File: config.mk
export PLATFORM = sky130hd
export DESIGN_NAME = sysex_7bit_rle_unpacker
export DESIGN_NICKNAME = d
export VERILOG_FILES = /design/src/rtl/srle_pkg.sv /design/src/rtl/srle_input_stage.sv /design/src/rtl/srle_decode.sv /design/src/rtl/srle_output_stage.sv /design/src/rtl/sysex_7bit_rle_unpacker.sv
export SDC_FILE = /design/constraint.sdc
export NUM_CORES = 1
export LEC_CHECK = 0
export BUFFER_PORTS_ARGS = -buffer_cell sky130_fd_sc_hd__buf_2
export CORE_MARGIN = 5
export CORE_UTILIZATION = 45
export DETAILED_ROUTE_END_ITERATION = 8
export GPL_ROUTABILITY_DRIVEN = 0
export HOLD_SLACK_MARGIN = 0.03
export PLACE_DENSITY = 0.68
export RECOVER_POWER = 50
export SYNTH_ARGS = -nofsm -noshare
export SYNTH_HDL_FRONTEND = slang
export SYNTH_SLANG_ARGS = --single-unit
File: constraint.sdc
create_clock -name clk -period 3.62 [get_ports clk]
set_input_delay 0.543 -clock clk [delete_from_list [all_inputs] [get_ports clk]]
set_output_delay 0.543 -clock clk [all_outputs]
set_load 0.005 [all_outputs]
File: src/rtl/srle_pkg.sv
package srle_pkg;

	// A restored byte with this bit set is a run marker.
	localparam logic [7:0] RUN_MARK = 8'h80;
	localparam logic [6:0] COUNT_MASK = 7'h7F;
	// One header byte followed by seven data bytes.
	localparam int GROUP_LEN = 8;
	localparam int POS_W = $clog2(GROUP_LEN);

	typedef struct packed {
		logic [7:0] payload_byte;
		logic       start_of_payload;
		logic       last_of_payload;
	} item_t;

	typedef struct packed {
		logic [7:0] out_byte;
		logic [6:0] run_length;
		logic       end_of_payload;
		logic       truncated;
	} result_t;

endpackage

File: src/rtl/srle_input_stage.sv
module srle_input_stage (
	input  logic               clk,
	input  logic               arst_n,
	input  logic               in_valid,
	output logic               in_ready,
	input  srle_pkg::item_t    in_item,
	input  logic               take,
	output logic               valid_s1,
	output srle_pkg::item_t    item_s1
);

	// The stage refills in the same cycle that its word moves on.
	assign in_ready = !valid_s1 || take;

	always_ff @(posedge clk or negedge arst_n) begin
		if (!arst_n) begin
			valid_s1 <= 1'b0;
		end else if (in_ready) begin
			valid_s1 <= in_valid;
		end
	end

	always_ff @(posedge clk) begin
		if (in_valid && in_ready) begin
			item_s1 <= in_item;
		end
	end

endmodule

File: src/rtl/srle_decode.sv
module srle_decode (
	input  logic                clk,
	input  logic                arst_n,
	input  logic                item_valid,
	input  srle_pkg::item_t     item,
	input  logic                fire,
	output logic                has_result,
	output srle_pkg::result_t   result
);

	logic [7:0]                    msb_q;
	logic [srle_pkg::POS_W-1:0]    pos_q;
	logic                          await_q;
	logic [6:0]                    count_q;

	logic [7:0]                    msb_cur;
	logic [srle_pkg::POS_W-1:0]    pos_cur;
	logic                          await_cur;
	logic [6:0]                    count_cur;

	logic [7:0]                    msb_n;
	logic [srle_pkg::POS_W-1:0]    pos_n;
	logic                          await_n;
	logic [6:0]                    count_n;

	logic [7:0]                    shifted;
	logic [7:0]                    restored;
	logic [7:0]                    val;
	logic [6:0]                    cnt;
	logic                          emit;

	always_comb begin
		// A start flag clears the group and marker state before the word is used.
		msb_cur   = item.start_of_payload ? 8'h00 : msb_q;
		pos_cur   = item.start_of_payload ? '0 : pos_q;
		await_cur = item.start_of_payload ? 1'b0 : await_q;
		count_cur = item.start_of_payload ? 7'h00 : count_q;

		shifted  = {msb_cur[6:0], 1'b0};
		restored = item.payload_byte | (shifted & srle_pkg::RUN_MARK);

		msb_n   = msb_cur;
		pos_n   = pos_cur;
		await_n = await_cur;
		count_n = count_cur;
		val     = 8'h00;
		cnt     = 7'h00;
		emit    = 1'b0;

		if (pos_cur == '0) begin
			msb_n = item.payload_byte;
			pos_n = srle_pkg::POS_W'(1);
		end else begin
			msb_n = shifted;
			pos_n = pos_cur + srle_pkg::POS_W'(1);
			if (await_cur) begin
				await_n = 1'b0;
				val     = restored;
				cnt     = count_cur;
				emit    = (count_cur != 7'h00);
			end else if ((restored & srle_pkg::RUN_MARK) != 8'h00) begin
				await_n = 1'b1;
				count_n = restored[6:0] & srle_pkg::COUNT_MASK;
			end else begin
				val  = restored;
				cnt  = 7'h01;
				emit = 1'b1;
			end
		end

		has_result = item_valid && (emit || item.last_of_payload);

		result.out_byte       = emit ? val : 8'h00;
		result.run_length     = emit ? cnt : 7'h00;
		result.end_of_payload = item.last_of_payload;
		result.truncated      = item.last_of_payload && await_n;
	end

	always_ff @(posedge clk or negedge arst_n) begin
		if (!arst_n) begin
			msb_q   <= 8'h00;
			pos_q   <= '0;
			await_q <= 1'b0;
			count_q <= 7'h00;
		end else if (fire) begin
			msb_q   <= msb_n;
			pos_q   <= pos_n;
			await_q <= await_n;
			count_q <= count_n;
		end
	end

endmodule

File: src/rtl/srle_output_stage.sv
module srle_output_stage (
	input  logic               clk,
	input  logic               arst_n,
	input  logic               load,
	input  srle_pkg::result_t  result,
	output logic               slot_free,
	output logic               out_valid,
	input  logic               out_ready,
	output srle_pkg::result_t  out_result
);

	logic              valid_q;
	srle_pkg::result_t result_q;

	assign slot_free  = !valid_q || out_ready;
	assign out_valid  = valid_q;
	assign out_result = result_q;

	always_ff @(posedge clk or negedge arst_n) begin
		if (!arst_n) begin
			valid_q <= 1'b0;
		end else if (slot_free) begin
			valid_q <= load;
		end
	end

	always_ff @(posedge clk) begin
		if (load) begin
			result_q <= result;
		end
	end

endmodule

File: src/rtl/sysex_7bit_rle_unpacker.sv
// Unpacks the 7-bit packed payload of a system-exclusive message and expands
// run markers into (value, count) words.
// Input channel: in_valid/in_ready carry one raw payload byte per word, with
// start_of_payload to clear the group and marker state and last_of_payload on
// the final byte. Output channel: out_valid/out_ready carry out_byte and
// run_length (1 for a literal), end_of_payload and truncated.
// Header bytes and markers give no word unless they are the last byte; the
// last byte always gives exactly one word.
// An accepted byte is held in the input register, then passes through the
// decode logic into the result register that drives out_valid. A byte can be
// accepted every cycle, so throughput is one byte per cycle as long as the
// receiver keeps out_ready high.
// When the receiver stalls, the result register holds its word, the byte in
// the input register waits only if it would produce a word, and in_ready
// drops once the result register is full and that byte is waiting.
// Reset clears both valid flags and all decode state; no word is in flight
// after reset and the first byte is treated as a group header.
module sysex_7bit_rle_unpacker (
	input  logic       clk,
	input  logic       arst_n,
	input  logic       in_valid,
	output logic       in_ready,
	input  logic [7:0] payload_byte,
	input  logic       start_of_payload,
	input  logic       last_of_payload,
	output logic       out_valid,
	input  logic       out_ready,
	output logic [7:0] out_byte,
	output logic [6:0] run_length,
	output logic       end_of_payload,
	output logic       truncated
);

	srle_pkg::item_t   in_item;
	srle_pkg::item_t   item_s1;
	logic              valid_s1;
	logic              has_result;
	logic              slot_free;
	logic              fire;
	srle_pkg::result_t dec_result;
	srle_pkg::result_t out_result;

	assign in_item.payload_byte     = payload_byte;
	assign in_item.start_of_payload = start_of_payload;
	assign in_item.last_of_payload  = last_of_payload;

	// A word that yields no result moves on even while the output is stalled.
	assign fire = valid_s1 && (!has_result || slot_free);

	srle_input_stage u_input (
		.clk      (clk),
		.arst_n   (arst_n),
		.in_valid (in_valid),
		.in_ready (in_ready),
		.in_item  (in_item),
		.take     (fire),
		.valid_s1 (valid_s1),
		.item_s1  (item_s1)
	);

	srle_decode u_decode (
		.clk        (clk),
		.arst_n     (arst_n),
		.item_valid (valid_s1),
		.item       (item_s1),
		.fire       (fire),
		.has_result (has_result),
		.result     (dec_result)
	);

	srle_output_stage u_output (
		.clk        (clk),
		.arst_n     (arst_n),
		.load       (fire && has_result),
		.result     (dec_result),
		.slot_free  (slot_free),
		.out_valid  (out_valid),
		.out_ready  (out_ready),
		.out_result (out_result)
	);

	assign out_byte       = out_result.out_byte;
	assign run_length     = out_result.run_length;
	assign end_of_payload = out_result.end_of_payload;
	assign truncated      = out_result.truncated;

endmodule
==> metrics.yaml, run 1 <==
drive_above_1_share: 0.245
cts.repair.resized: 0
hp-class: "primary input to async pin"
synth_xor_area_frac: 0
synth_async_sr_flop_share: 0.426
num_io_pins: 33
grt_overflow: 0
die_w_um: 77.4
synth_seq_area_share: 0.641
synth_top_family_by_area: "simple AND/OR/NAND/NOR gates"
io_buffers: 32
drv_cap: 0
yosys.area_share.simple: 0.153
rsz0062_at_grt: "no"
root_buffer: "clkbuf_8"
yosysWarnings: 0
nNetsFinal: 207
rows: 24
yosys_register_bits: 47
fin_tns_setup_ps: 0
synth_area_per_cell_um2: 13.5
wl_um: 3700
vias: 1267
synth_area_um2: 2050
grt_pass1_vias: 1334
final_area_um2: 2360
fin_crit_ps: 3100
clk_pin_slew_ps: 80
skew_ps: 4.56
startpoint_type: "flop"
fmax_ghz: 0.323
maxSlewHeadroom: 0.281
synth-edff-count: 27
critPathMaxFanout: 12
busiest_layer: "met2"
yosysTopAreaCell: "edfxtp_1"
leakage_nw: 1.05
finalHoldViolCount: 0
cp.required_ps: 3080
cts.hold.buffers_added: 0
power-per-cell-area_nw_per_um2: 660
netlist-cell-type-count: 37
cp-end-kind: "output pin"
p_total_mw: 1.56
met3_usage: 0.0428
die_area_um2: 6000
synthMuxAreaShare: 0.0636
ys.flop_type: "edfxtp_1"
grt_pass1_wl_um: 6420
viasPerCell: 5.19
cts.sinks: 47
synth_compound_area_frac: 0.111
cp.arrival_ps: 2550
areaGrowthSynthToFinish_pct: 15.2
path_class: "flop to output pin"
place.detailed.hpwl_um: 2760
numCtsBuffers: 5
status: "finished clean"
setup-violations-final: 0
cts.path.max_buffers: 2
met2_usage: 0.222
synth_fa_ha_area_frac: 0.0122
grtUsageTotal: 0.134
initial_core_util: 0.467
drc: 0
place_area_um2: 2280
fin_crit_sh: 0.855
htreeDepth: 2
diodes: 0
fillers: 366
synthCells: 152
core_area_um2: 4380
die_y_um: 77.4
setup_slack_ps: 523
drt_iter0_markers: 107
dp_slack_ps: 964
synth_nets: 168
dr.pass1.iters: 4
synth_area_leaders: "edfxtp_1 (40%), dfrtp_1 (24%), mux2_4 (5.9%)"
ir_drop_uv: 279
yosysTopAreaCellShare: 0.396
avgRoutedWirePerCell_um: 15.1
use_met1: 0.167
cts_tree: "done"
ant_nets: 0
postCtsSetupBuffers: 0
r2r_cells: 8
antenna_found_initial: 0
tightest_slew_ps: 1080
clk_latency_ps: 300
drv_slew: 0
grt_max_degree: 21
## power breakdown
group / internal [mW] / total, mW / switching [mW]
logic: 0.195 / 0.402 / 0.207
registers: 0.698 / 0.776 / 0.0778
clock network: 0.206 / 0.378 / 0.172
total: 1.10 / 1.56 / 0.457
## flip-flops by register name (all words and copies together), names as in the netlist
| name | count |
|---|---|
| u_output.out_result | 17 |
| u_input.item_s1 | 10 |
| u_decode.count_q | 7 |
| u_decode.msb_q | 7 |
| u_decode.pos_q | 3 |
| u_decode.await_q | 1 |
| u_input.valid_s1 | 1 |
| u_output.out_valid | 1 |
## layer usage
layer / wire length (um) / up-vias
li1: - / 631
met4: 52 / 0
met2: 1900 / 25
met3: 161 / 5
met1: 1580 / 606
met5: 0 / -
## cell families (layout without fill, tap and decap cells)
kind of cell | after synthesis | after routing
buffers and inverters | 10 | 50
AND/OR/NAND/NOR | 55 | 55
multiplexers | 9 | 9
flip-flops | 47 | 47
adder cells (fa/ha/maj) | 2 | 2
AO/OA/AOI/OAI | 29 | 29
## worst paths after layout
kind | from | to | slack, ps
hold reg to reg | u_input.item_s1[0]$_DFFE_PP_ | u_output.out_result[1]$_DFFE_PP_ | 500
setup reg to reg | u_input.item_s1[1]$_DFFE_PP_ | u_decode.msb_q[2]$_DFFE_PN0P_ | 560
min in group clk | payload_byte[7] | u_input.item_s1[9]$_DFFE_PP_ | 420
hold / removal | arst_n | u_output.out_valid$_DFFE_PN0P_ | 420
max in group asynchronous | arst_n | u_decode.count_q[2]$_DFFE_PN0P_ | 2560
setup / recovery | u_input.item_s1[1]$_DFFE_PP_ | in_ready | 520
## critical path, stage by stage (launching register included)
cell	delay [ps]
edfxtp_1	580
inv_1	310
nand2_1	120
ha_1	240
o21ai_0	140
and2_1	230
a31oi_1	140
nor3_1	300
inv_1	60
buf_2	130
## cells in the final DEF, fill, tap and decap left out, types with 2 or more instances in the layout
cell type,Yosys,final
edfxtp_1,27,27
buf_2,0,24
dfrtp_1,20,20
nand2_1,17,17
and2_1,10,9
inv_1,7,8
mux2_4,8,8
a22o_1,7,7
and3_1,7,7
clkbuf_1,1,7
o21ai_0,6,6
nand3_1,5,5
clkbuf_8,0,5
nor2b_1,4,4
nor2_1,3,4
nand2b_1,3,3
a21oi_1,2,3
o22ai_1,2,2
a21o_1,2,2
ha_1,2,2
buf_4,1,2
## Yosys cell counts (3+ instances only)
cell type / n
nand3_1: 5
edfxtp_1: 27
inv_1: 7
and3_1: 7
a22o_1: 7
nand2_1: 17
nand2b_1: 3
nor2b_1: 4
and2_1: 10
dfrtp_1: 20
o21ai_0: 6
nor2_1: 3
mux2_4: 8
## through the flow
stage / hold WS (ps) / instances / utilization
after floorplan: 247 / 152 / -
after global placement: 487 / 236 / 0.519
after detailed placement: 486 / 236 / 0.519
after CTS: 187 / 244 / 0.545
after global routing: 403 / 244 / 0.538
final: 416 / 244 / 0.538
## cell type report
type	count	area, um^2	area share
sequential	47	1310	0.556
tap	52	65.1	0.0276
inverter	8	30.0	0.0127
clock buffer	5	68.8	0.0292
timing repair buffer	34	165	0.0701
clock inverter	3	42.5	0.0180
multi-input combinational	95	674	0.286
(Power assumes the default switching activity.)
==> run 2, diff against run 1 <==
==> constraint.sdc (replaced) <==
create_clock -name clk -period 3.2 [get_ports clk]
set_input_delay 0.48 -clock clk [delete_from_list [all_inputs] [get_ports clk]]
set_output_delay 0.48 -clock clk [all_outputs]
set_load 0.005 [all_outputs]
==> metrics.yaml, run 2 (same netlist as run 1, synthesis figures left out) <==
nNetsFinal: 206  # -0.48%
die_area_um2: 6000  # unchanged
path_class: "flop to output pin"
ant_nets: 0  # unchanged
initial_core_util: 0.467  # unchanged
cts.sinks: 47  # unchanged
layout_common_cells: "edfxtp_1 (27), buf_2 (23), dfrtp_1 (20)"
setup_slack_ps: 222  # -301 ps
power_frac_comb: 0.250  # -0.008
crit_buf_inv: 3  # unchanged
highest-signal-layer: "met4"
drc: 0  # unchanged
fin_crit_ps: 2980
drv_slew: 0  # unchanged
swShare: 0.285  # -0.00916
wl_um: 3800  # +2.9%
p_total_mw: 1.85  # +19%
areaGrowthSynthToFinish_pct: 16.7
drt_iter0_markers: 74  # -31%
cp-end-kind: "output pin"
fillers: 376  # +2.7%
clk_latency_ps: 300  # about the same
cp_cell_sequence: "inv_2 > nand2_1 > ha_1 > o21ai_0 > and2_1 > a31oi_1 > nor3_1 > inv_1 > buf_2"
drive_above_1_share: 0.251  # +0.00652
grt_overflow: 0  # unchanged
maxSlewHeadroom: 0.286  # +0.00461
multi_input_area_um2: 691  # +2.4%
core_area_um2: 4380  # unchanged
drv_cap: 0  # unchanged
cp.depth: 9  # unchanged
status: "finished clean"
antenna_found_initial: 0  # unchanged
dr.pass1.iters: 4  # unchanged
cts.repair.resized: 0  # unchanged
fmax_ghz: 0.336
dp_slack_ps: 354  # -610 ps
rsz0062_at_grt: "no"
critPathMaxFanout: 12  # unchanged
root_buffer: "clkbuf_8"
power-per-cell-area_nw_per_um2: 774  # +17%
hold_slack_ps: 350  # -66.0 ps
pwr-share-seq: 0.476  # -0.023
skew_ps: 6.87  # +2.31 ps
cts.path.max_buffers: 2  # unchanged
ir_drop_uv: 343  # +23%
vias: 1281  # +1.1%
final_common_cell: "edfxtp_1"
cts_tree: "done"
fin_crit_sh: 0.931
p_int_mw: 1.32  # +20%
cp_slowest_stage_delay_ps: 590  # about the same
grt_max_degree: 21  # unchanged
cp.arrival_ps: 2500  # -50 ps
htreeDepth: 2  # unchanged
p_clk_frac: 0.273  # +0.030
leakage_nw: 1.06  # +0.57%
r2r_cells: 8  # unchanged
place_area_um2: 2270  # -0.33%
postCtsSetupBuffers: 0  # unchanged
numCtsBuffers: 5  # unchanged
cts.hold.buffers_added: 0  # unchanged
cp.required_ps: 2720  # -360 ps
die_y_um: 77.4  # unchanged
setup-violations-final: 0  # unchanged
die_w_um: 77.4  # unchanged
place.detailed.hpwl_um: 2710  # -2.0%
viasPerCell: 5.27  # +1.5%
cp_slowest_cell: "edfxtp_1"
final_area_um2: 2390  # +1.4%
p_switching_mw: 0.526  # +15%
clk_pin_slew_ps: 80  # about the same
num_io_pins: 33  # unchanged
finalHoldViolCount: 0  # unchanged
rows: 24  # unchanged
io_buffers: 32  # unchanged
hp-class: "primary input to async pin"
wl_met3_um: 165  # +2.5%
grt_pass1_wl_um: 6540  # +1.9%
wl_met2_um: 1990  # +4.6%
largest_reg_flops: 17  # unchanged
startpoint_type: "flop"
avgRoutedWirePerCell_um: 15.6  # +3.3%
wl_met1_um: 1610  # +1.6%
diodes: 0  # unchanged
crit_family: "simple AND/OR/NAND/NOR gates"
fin_tns_setup_ps: 0  # unchanged
grt_pass1_vias: 1400  # +4.9%
seq_area_um2: 1310  # unchanged
grtUsageTotal: 0.135  # +0.00155
tightest_slew_ps: 1070  # -6.92 ps
[run 2: power by group through the flow]
stage / clock [mW] / sequential [mW] / combinational [mW]
finish: 0.506 / 0.881 / 0.462
global route: 0.537 / 0.899 / 0.512
CTS: 0.518 / 0.880 / 0.474
detailed placement: 0 / 0.891 / 0.463
global placement: 0 / 0.886 / 0.453
floorplan: 0 / 0.869 / 0.352
[run 2: area by class of cell]
cell class                 count  share of cell area
clock buffer                   5              0.0288
clock inverter                 3              0.0283
inverter                       8              0.0126
multi-input combinational     95               0.289
sequential                    47               0.549
tap                           52              0.0272
timing repair buffer          33              0.0654
[run 2: metrics by stage]
step	util	std cells
2_1_floorplan	-	152
3_3_place_gp	0.517	235
3_5_place_dp	0.517	235
4_1_cts	0.549	243
5_1_grt	0.545	243
6_report	0.545	243
[run 2: metal layers]
layer / up-vias / track usage
li1: 627 / -
met1: 622 / 0.152
met2: 26 / 0.241
met3: 6 / 0.0440
met4: 0 / 0.0464
met5: - / 0
[run 2: worst paths after layout]
path                                                   end  slack (ps)                     startpoint
min reg2reg                  u_decode.pos_q[0]$_DFFE_PN0P_         510  u_decode.pos_q[0]$_DFFE_PN0P_
min in group clk              u_input.item_s1[9]$_DFFE_PP_         350                payload_byte[7]
min                         u_output.out_valid$_DFFE_PN0P_         350                         arst_n
max reg2reg                   u_input.item_s1[7]$_DFFE_PP_         320   u_input.item_s1[1]$_DFFE_PP_
max in group asynchronous  u_decode.count_q[2]$_DFFE_PN0P_        2200                         arst_n
max                                               in_ready         220   u_input.item_s1[1]$_DFFE_PP_
==> run 3, diff against run 2 <==
--- a/config.mk
+++ b/config.mk
@@ -6,12 +6,15 @@
 export NUM_CORES = 1
 export LEC_CHECK = 0
 export BUFFER_PORTS_ARGS = -buffer_cell sky130_fd_sc_hd__buf_2
+export CAP_MARGIN = 10
+export CELL_PAD_IN_SITES_DETAIL_PLACEMENT = 1
+export CELL_PAD_IN_SITES_GLOBAL_PLACEMENT = 1
 export CORE_MARGIN = 5
 export CORE_UTILIZATION = 45
 export DETAILED_ROUTE_END_ITERATION = 8
 export GPL_ROUTABILITY_DRIVEN = 0
 export HOLD_SLACK_MARGIN = 0.03
-export PLACE_DENSITY = 0.68
+export PLACE_DENSITY_LB_ADDON = 0.1
 export RECOVER_POWER = 50
 export SYNTH_ARGS = -nofsm -noshare
 export SYNTH_HDL_FRONTEND = slang
==> metrics.yaml, run 3 (same netlist as run 1, synthesis figures left out) <==
tightest_slew_ps: 1100  # +26.2 ps
status: "finished clean"
rsz0062_at_grt: "no"
cp.required_ps: 2720  # about the same
power-per-cell-area_nw_per_um2: 768  # -0.66%
ant_nets: 0  # unchanged
root_buffer: "clkbuf_8"
cts.sinks: 47  # unchanged
avgRoutedWirePerCell_um: 18.0  # +15%
num_io_pins: 33  # unchanged
die_w_um: 77.4  # unchanged
crit_top_cell: "inv_1"
htreeDepth: 2  # unchanged
cts_tree: "done"
critPathMaxFanout: 12  # unchanged
wl_um: 4380  # +15%
rows: 24  # unchanged
grt_max_degree: 21  # unchanged
drv_cap: 0  # unchanged
hp-class: "primary input to async pin"
dr.pass1.iters: 4  # unchanged
final_area_um2: 2360  # -1.4%
initial_core_util: 0.467  # unchanged
antenna_found_initial: 0  # unchanged
finalHoldViolCount: 0  # unchanged
skew_ps: 6.65  # -0.216 ps
cp_cell_sequence: "nor2b_1 > inv_1 > ha_1 > o21ai_0 > and2_1 > a31oi_1 > nor3_1 > inv_1 > buf_2"
cp_slowest_cell: "edfxtp_1"
cts.path.max_buffers: 2  # unchanged
place_area_um2: 2270  # unchanged
die_area_um2: 6000  # unchanged
drt_iter0_markers: 73  # -1.4%
diodes: 0  # unchanged
grtUsageTotal: 0.152  # +0.0161
r2r_setup_slack_ps: 330  # about the same
nNetsFinal: 206  # unchanged
grt_overflow: 0  # unchanged
cp_slowest_stage_delay_ps: 580  # about the same
fmax_ghz: 0.344  # +2.5%
vias: 1301  # +1.6%
core_area_um2: 4380  # unchanged
cts.hold.buffers_added: 0  # unchanged
grt_pass1_vias: 1467  # +4.8%
final_common_cell: "edfxtp_1"
leakage_nw: 1.05  # -1.2%
ir_drop_uv: 408  # +19%
cts.repair.resized: 0  # unchanged
maxSlewHeadroom: 0.268  # -0.0175
path_class: "flop to output pin"
cp.arrival_ps: 2420  # -80 ps
startpoint_type: "flop"
clk_latency_ps: 290  # about the same
fin_crit_ps: 2900  # -73.5 ps
fin_crit_sh: 0.908  # -0.0230
viasPerCell: 5.35  # +1.6%
grt_pass1_wl_um: 7330  # +12%
place.detailed.hpwl_um: 3090  # +14%
drv_slew: 0  # unchanged
setup-violations-final: 0  # unchanged
cp-end-kind: "output pin"
clk_pin_slew_ps: 90  # about the same
r2r_cells: 8  # unchanged
numCtsBuffers: 5  # unchanged
drive_above_1_share: 0.230  # -0.0209
layout_common_cells: "edfxtp_1 (27), buf_2 (20), dfrtp_1 (20)"
postCtsSetupBuffers: 0  # unchanged
drc: 0  # unchanged
io_buffers: 32  # unchanged
areaGrowthSynthToFinish_pct: 15.1
largest_reg_flops: 17  # unchanged
fin_tns_setup_ps: 0  # unchanged
die_y_um: 77.4  # unchanged
## run 3: cell count changes in the layout (fill, tap and decap cells not counted)
cell,previous run,this run
a31oi_4,1,0
bufinv_16,2,1
a31oi_1,1,2
clkinvlp_4,1,0
clkbuf_8,5,6
buf_2,23,20
clkbuf_1,9,12
inv_6,0,1
## run 3: path summary, 6_finish.rpt
path,startpoint,end
max,u_input.item_s1[1]$_DFFE_PP_,in_ready
min,arst_n,u_decode.count_q[1]$_DFFE_PN0P_
max reg2reg,u_input.item_s1[1]$_DFFE_PP_,u_input.item_s1[2]$_DFFE_PP_
min reg2reg,u_decode.pos_q[0]$_DFFE_PN0P_,u_decode.pos_q[0]$_DFFE_PN0P_
max in group asynchronous,arst_n,u_decode.await_q$_DFFE_PN0P_
min in group clk,payload_byte[2],u_input.item_s1[4]$_DFFE_PP_
## run 3: area by class of cell
class | count | area, um^2
clock buffer | 6 | 82.6
sequential | 47 | 1310
multi-input combinational | 95 | 676
inverter | 8 | 30.0
timing repair buffer | 33 | 153
fill | 475 | 2030
tap | 52 | 65.1
clock inverter | 2 | 38.8
## run 3: critical path: cells and delay by family, from the launching register on
family | cells | cell delay (ps)
AO/OA/AOI/OAI | 2 | 300
adder cells (fa/ha/maj) | 1 | 240
buffers and inverters | 3 | 280
flip-flops | 1 | 580
AND/OR/NAND/NOR | 3 | 740
## run 3: where the power goes
group	leakage [nW]	internal [mW]	switching, mW	total (mW)
Combinational	0.468	0.218	0.247	0.465
Sequential	0.517	0.790	0.0989	0.889
Clock	0.0618	0.257	0.200	0.457
## run 3: metrics by stage
step	std cells	util	hold WS (ps)	power (mW)	worst slack (ps)
detailed placement	235	0.517	457	1.38	269
global route	243	0.537	335	1.92	71.5
floorplan	152	-	184	1.22	548
global placement	235	0.517	454	1.35	419
CTS	243	0.545	134	1.84	203
finish	243	0.537	357	1.81	296
## run 3: routing by layer
layer / global-route usage / vias up / part of all wire
met2: 0.248 / 26 / 0.49
li1: - / 624 / -
met3: 0.0336 / 6 / 0.043
met4: 0.0498 / 0 / 0.015
met5: 0 / - / 0
met1: 0.200 / 645 / 0.46
